[src/hdl/mzs_pkg.sv]
package mzs_pkg;

	localparam int unsigned Z_BITS        = 16;
	localparam int unsigned WLEN_BITS     = 11;
	localparam int unsigned EPS_BITS      = 24;
	localparam int unsigned CFG_IDX_BITS  = 1;
	localparam int unsigned CFG_DATA_BITS = 24;
	localparam int unsigned Z_FRAC_BITS   = 10;
	localparam int unsigned EPS_SCALE_BITS = 8;

	localparam logic signed [Z_BITS-1:0] Z_POS_MAX = 16'sh7fff;
	localparam logic signed [Z_BITS-1:0] Z_NEG_MAX = 16'sh8000;

	typedef enum logic [CFG_IDX_BITS-1:0] {
		REG_WINDOW_LENGTH = 1'b0,
		REG_EPSILON       = 1'b1
	} cfg_reg_t;

	typedef enum logic [3:0] {
		OP_NOP,
		OP_CLEAR,
		OP_START,
		OP_SQUARE,
		OP_UPDATE,
		OP_MA_INIT,
		OP_MA_STEP,
		OP_MB_INIT,
		OP_MB_STEP,
		OP_SQ_INIT,
		OP_SQ_STEP,
		OP_PROD,
		OP_DIV_INIT,
		OP_DIV_STEP,
		OP_FINISH
	} dp_op_t;

	typedef struct packed {
		dp_op_t op;
	} dp_cmd_t;

endpackage

[src/hdl/mzs_ctrl.sv]
module mzs_ctrl #(
	parameter int unsigned MA_STEPS = 11,
	parameter int unsigned MB_STEPS = 27,
	parameter int unsigned SQ_STEPS = 27,
	parameter int unsigned DV_STEPS = 38,
	parameter int unsigned IW       = 6
) (
	input  logic              clk,
	input  logic              arst_n,
	input  logic              in_valid,
	input  logic              in_clear,
	output logic              in_ready,
	output logic              out_valid,
	input  logic              out_ready,
	output mzs_pkg::dp_cmd_t  dp_cmd
);

	typedef enum logic [12:0] {
		S_IDLE = 13'b0000000000001,
		S_SQR  = 13'b0000000000010,
		S_UPD  = 13'b0000000000100,
		S_MAI  = 13'b0000000001000,
		S_MAS  = 13'b0000000010000,
		S_MBI  = 13'b0000000100000,
		S_MBS  = 13'b0000001000000,
		S_SQI  = 13'b0000010000000,
		S_SQS  = 13'b0000100000000,
		S_PROD = 13'b0001000000000,
		S_DVI  = 13'b0010000000000,
		S_DVS  = 13'b0100000000000,
		S_FIN  = 13'b1000000000000
	} state_t;

	state_t        state_q, state_d;
	logic [IW-1:0] cnt_q, cnt_d;
	logic          out_valid_q;
	logic          load_out;
	logic          cnt_zero;

	assign in_ready  = (state_q == S_IDLE);
	assign out_valid = out_valid_q;
	assign cnt_zero  = (cnt_q == '0);
	assign load_out  = (state_q == S_FIN) && (!out_valid_q || out_ready);

	always_comb begin
		state_d   = state_q;
		cnt_d     = cnt_q;
		dp_cmd.op = mzs_pkg::OP_NOP;
		unique case (state_q)
			S_IDLE: begin
				if (in_valid) begin
					dp_cmd.op = in_clear ? mzs_pkg::OP_CLEAR : mzs_pkg::OP_START;
					state_d   = in_clear ? S_FIN : S_SQR;
				end
			end
			S_SQR: begin
				dp_cmd.op = mzs_pkg::OP_SQUARE;
				state_d   = S_UPD;
			end
			S_UPD: begin
				dp_cmd.op = mzs_pkg::OP_UPDATE;
				state_d   = S_MAI;
			end
			S_MAI: begin
				dp_cmd.op = mzs_pkg::OP_MA_INIT;
				cnt_d     = IW'(MA_STEPS - 1);
				state_d   = S_MAS;
			end
			S_MAS: begin
				dp_cmd.op = mzs_pkg::OP_MA_STEP;
				cnt_d     = cnt_q - 1'b1;
				if (cnt_zero) state_d = S_MBI;
			end
			S_MBI: begin
				dp_cmd.op = mzs_pkg::OP_MB_INIT;
				cnt_d     = IW'(MB_STEPS - 1);
				state_d   = S_MBS;
			end
			S_MBS: begin
				dp_cmd.op = mzs_pkg::OP_MB_STEP;
				cnt_d     = cnt_q - 1'b1;
				if (cnt_zero) state_d = S_SQI;
			end
			S_SQI: begin
				dp_cmd.op = mzs_pkg::OP_SQ_INIT;
				cnt_d     = IW'(SQ_STEPS - 1);
				state_d   = S_SQS;
			end
			S_SQS: begin
				dp_cmd.op = mzs_pkg::OP_SQ_STEP;
				cnt_d     = cnt_q - 1'b1;
				if (cnt_zero) state_d = S_PROD;
			end
			S_PROD: begin
				dp_cmd.op = mzs_pkg::OP_PROD;
				state_d   = S_DVI;
			end
			S_DVI: begin
				dp_cmd.op = mzs_pkg::OP_DIV_INIT;
				cnt_d     = IW'(DV_STEPS - 1);
				state_d   = S_DVS;
			end
			S_DVS: begin
				dp_cmd.op = mzs_pkg::OP_DIV_STEP;
				cnt_d     = cnt_q - 1'b1;
				if (cnt_zero) state_d = S_FIN;
			end
			S_FIN: begin
				if (load_out) begin
					dp_cmd.op = mzs_pkg::OP_FINISH;
					state_d   = S_IDLE;
				end
			end
			default: state_d = S_IDLE;
		endcase
	end

	always_ff @(posedge clk or negedge arst_n) begin
		if (!arst_n) begin
			state_q     <= S_IDLE;
			cnt_q       <= '0;
			out_valid_q <= 1'b0;
		end else begin
			state_q <= state_d;
			cnt_q   <= cnt_d;
			if (load_out)
				out_valid_q <= 1'b1;
			else if (out_ready)
				out_valid_q <= 1'b0;
		end
	end

	assert property (@(posedge clk) disable iff (!arst_n)
		$rose(out_valid_q) |-> $past(state_q == S_FIN))
		else $error("result shown without a finished request");

	assert property (@(posedge clk) disable iff (!arst_n)
		(out_valid_q && !out_ready) |=> out_valid_q)
		else $error("pending result dropped");

	assert property (@(posedge clk) disable iff (!arst_n)
		(state_q == S_IDLE && in_valid) |=> (state_q != S_IDLE))
		else $error("accepted request not started");

endmodule

[config.mk]
export PLATFORM = sky130hd
export DESIGN_NAME = mzs_ctrl
export DESIGN_NICKNAME = d
export VERILOG_FILES = /design/src/hdl/mzs_pkg.sv /design/src/hdl/mzs_ctrl.sv
export SDC_FILE = /design/constraint.sdc
export NUM_CORES = 1
export LEC_CHECK = 0
export ABC_AREA = 1
export BUFFER_PORTS_ARGS = -buffer_cell sky130_fd_sc_hd__buf_2
export CAP_MARGIN = 40
export CORE_ASPECT_RATIO = 0.6
export CORE_MARGIN = 10
export CORE_UTILIZATION = 46
export DETAILED_ROUTE_END_ITERATION = 16
export GPL_ROUTABILITY_DRIVEN = 0
export REMOVE_ABC_BUFFERS = 1
export SYNTH_ARGS = -nofsm -noshare
export SYNTH_HDL_FRONTEND = slang
export SYNTH_SLANG_ARGS = --single-unit
export TNS_END_PERCENT = 100
[constraint.sdc]
create_clock -name clk -period 4.06 [get_ports clk]
set_input_delay 0.406 -clock clk [delete_from_list [all_inputs] [get_ports clk]]
set_output_delay 0.406 -clock clk [all_outputs]
set_load 0.03 [all_outputs]
==> impl_results.md <==
* Power Density at 610 nW/um^2
* Slew Limit Fails at 0
* R2R Path End: state_q[9]
* Maximum root-to-sink buffer count at 2
* Final hold slack at ~0.085 ns
* Reg-to-Reg Start: state_q[8]
* Global route overflow at 0
* Clock share of power at 16.8%
* Crit. End Element: output port
* # diodes at 0
* Global-route wire length before repair at 5660 um
* CTS Sinks at 20
* H-tree level count at 1
* Register-to-Register Path Depth at 10
* R2r setup slk at roughly 2.3 ns
* Seq pwr share at a little under a third
* Post-Layout Cell Count at around 240
* Post CTS Setup Buffer Count at 0
* Final hold vios at 0
* Slowest cell on crit path: dfrtp_1
* P_int at 0.482 mW
* Post-synthesis adder-cell area fraction at 1.85%
* WL/cell at 13.1 um
* Largest family of logic cells by synthesized area: simple AND/OR/NAND/NOR gates
* Vias in the first global route at 1155
* Max-Cap Viols at 0
* Syn. warnings at 0
* Synth Area in Compound Gates at around 6.6%
* Multiplexer share of the synthesized area at 0%
* Core Area at 2830 um^2
* CP startpoint kind: flop
* Switch Pwr at 0.431 mW
* WP data required at 3.65 ns
* Clock transition at path regs at 0.08 ns
* Vias at 1227
* Peak supply drop at 0.532 mV
* Seq cells post-synth at 20
* F_max at 416 MHz
* Layout Nets at 210
* Critical Path AT at about 2 ns
* Tcrit/Tclk final at 59.2%
* Worst path bufs/invs at 2
* Router iterations before antenna repair at 4
* Die area at 5580 um^2
* CTS Hold Bufs at 0
* Die W at 90.0 um
* GRT Overall Usage at 12.8%
* Status: finished, final reports clean
* Rel. slew slack at 69.6%
* I/O pins at 11
* Cell Chain, Critical Path: nor2_2 -> nand2_2 -> nor2_2 -> nand2_1 -> inv_2 -> nand2_1 -> o2111ai_1 -> buf_2
* Most common cell after layout, fill and taps aside: nand2_1
* Initial core utilization at 47.7%
* Post-synthesis xor/xnor area fraction at under 10%
* FP Rows at 15
* Cells after synthesis at 189
* Logic gate share of total power at 52.0%
* Post-cts sizing count at 0
* Cell Area, Synth at 1350 um^2
* Drt initial violations at 140
* Cts bufs inserted at 3
* CTS tree: yes
* Final Setup Violations at 0
* Placed insts at 240
* Area growth syn-to-layout at 10.8%
* Post-synthesis sequential area ratio at 37.1%
* Port Buffers at 10
* DRT Wirelength at roughly 3200 um
* Clock Tree Root: clkbuf_8
* Switching share of power at 47.2%
* Largest net degree at the start of global routing at 21
* Die H at 62.0 um
* Post-route ant nets at 0
* Total negative setup slack at 0 ns
* Worst-skew pair later-pin latency at 0.26 ns
* Hold WC Path Type: in -> async
* Mapped Avg Cell Area at 7.15 um^2
* HPWL after DPL at 2590 um
* LEAKAGE at 0.873 nW
* Simple logic cell fraction of the synthesized area at between 40 and 50%
* DR DRC count at 0
* Via density at 5.03
* Crit-path max cell delay at 0.41 ns
* Setup repair after global routing missed its margin: false
* Clock Skew at between 0.003 and 0.004 ns
* Distinct cell type count of the synthesized netlist at 24
* Initial antenna violation count at 0
* Max FO, Critical Path at 11
* Most frequent cells in the layout: nand2_1, nor2_1, inv_1, nand3_1, dfrtp_1
* CP Class: reg -> out
* Top delay family on crit path: simple AND/OR/NAND/NOR gates
* Share of post-route cells with drive strength above 1 at 20.3%
* Worst Tran Pin Value at 0.456 ns
* Fin crit period at between 2 and 2.5 ns
## cell families after synthesis
family,Yosys count
AOI/OAI and AO/OA,16
xor gates and xnor gates,4
adders and majority gates,2
buffers and inverters,31
DFF,20
and+or+nand+nor,116
## area by class of cell
type	instances	area [um^2]
fill	284	1340
tap	42	52.6
multi-input combinational	138	726
timing repair buffer	10	50.0
sequential	20	502
clock buffer	4	55.1
inverter	30	113
## state kept, by name, indices dropped and copies added, names as in the netlist
register,count
state_q,13
cnt_q,6
out_valid,1
## metal layers
layer | wire (um) | vias to the layer above | global-route usage (%) | share of wire (%)
li1 | - | 628 | - | -
met1 | 1610 | 557 | 17.8 | 50
met2 | 1260 | 40 | 18.4 | 39
met3 | 314 | 2 | 5.40 | 9.8
met4 | 13 | 0 | 1.35 | 0.41
met5 | 0 | - | 0 | 0
## power by group through the flow
stage	Clock [mW]	Sequential, mW	Combinational (mW)
global placement	0	0.287	0.466
detailed placement	0	0.287	0.472
global route	0.169	0.291	0.544
floorplan	0	0.283	0.367
CTS	0.158	0.284	0.478
finish	0.153	0.285	0.475
## through the flow
| stage | utilization (%) | instance area, um^2 | power (mW) | worst slack, ns |
|---|---|---|---|---|
| finish | 52.8 | 1500 | 0.913 | 1.66 |
| global route | 52.8 | 1500 | 1.00 | 1.42 |
| CTS | 52.8 | 1500 | 0.919 | 1.64 |
| detailed placement | 50.9 | 1440 | 0.759 | 1.94 |
| global placement | 50.9 | 1440 | 0.753 | 2.00 |
| floorplan | - | 1340 | 0.650 | 1.81 |
## worst max path at each step
stage	start	endpoint	slack, ns	cells after the start
floorplan	state_q[11]	dp_cmd[1]	1.81	7
global placement	state_q[11]	dp_cmd[1]	2.00	8
CTS	state_q[8]	dp_cmd[1]	1.64	8
detailed placement	state_q[8]	dp_cmd[1]	1.94	8
finish	state_q[8]	dp_cmd[1]	1.66	8
global route	state_q[11]	dp_cmd[1]	1.42	8
## synth_stat cells
library cell / number / area (um^2)
o21ai_0: 4 / 20.0
a31oi_1: 1 / 6.26
nand4_1: 7 / 43.8
nand2_2: 11 / 68.8
dfrtp_1: 19 / 475
ha_1: 2 / 25.0
nor2_1: 29 / 109
o2111ai_1: 1 / 8.76
nor2_4: 3 / 33.8
nor2_8: 1 / 20.0
nand2_4: 2 / 22.5
a21oi_1: 3 / 15.0
nor2_2: 6 / 37.5
xor2_1: 1 / 8.76
xnor2_1: 3 / 26.3
dfstp_2: 1 / 26.3
o21ai_1: 6 / 30.0
buf_6: 1 / 11.3
inv_2: 2 / 7.51
nor3_1: 3 / 15.0
nand3_1: 19 / 95.1
inv_1: 28 / 105
o21ai_2: 1 / 8.76
nand2_1: 35 / 131
Power figures use the tool's default switching activity.
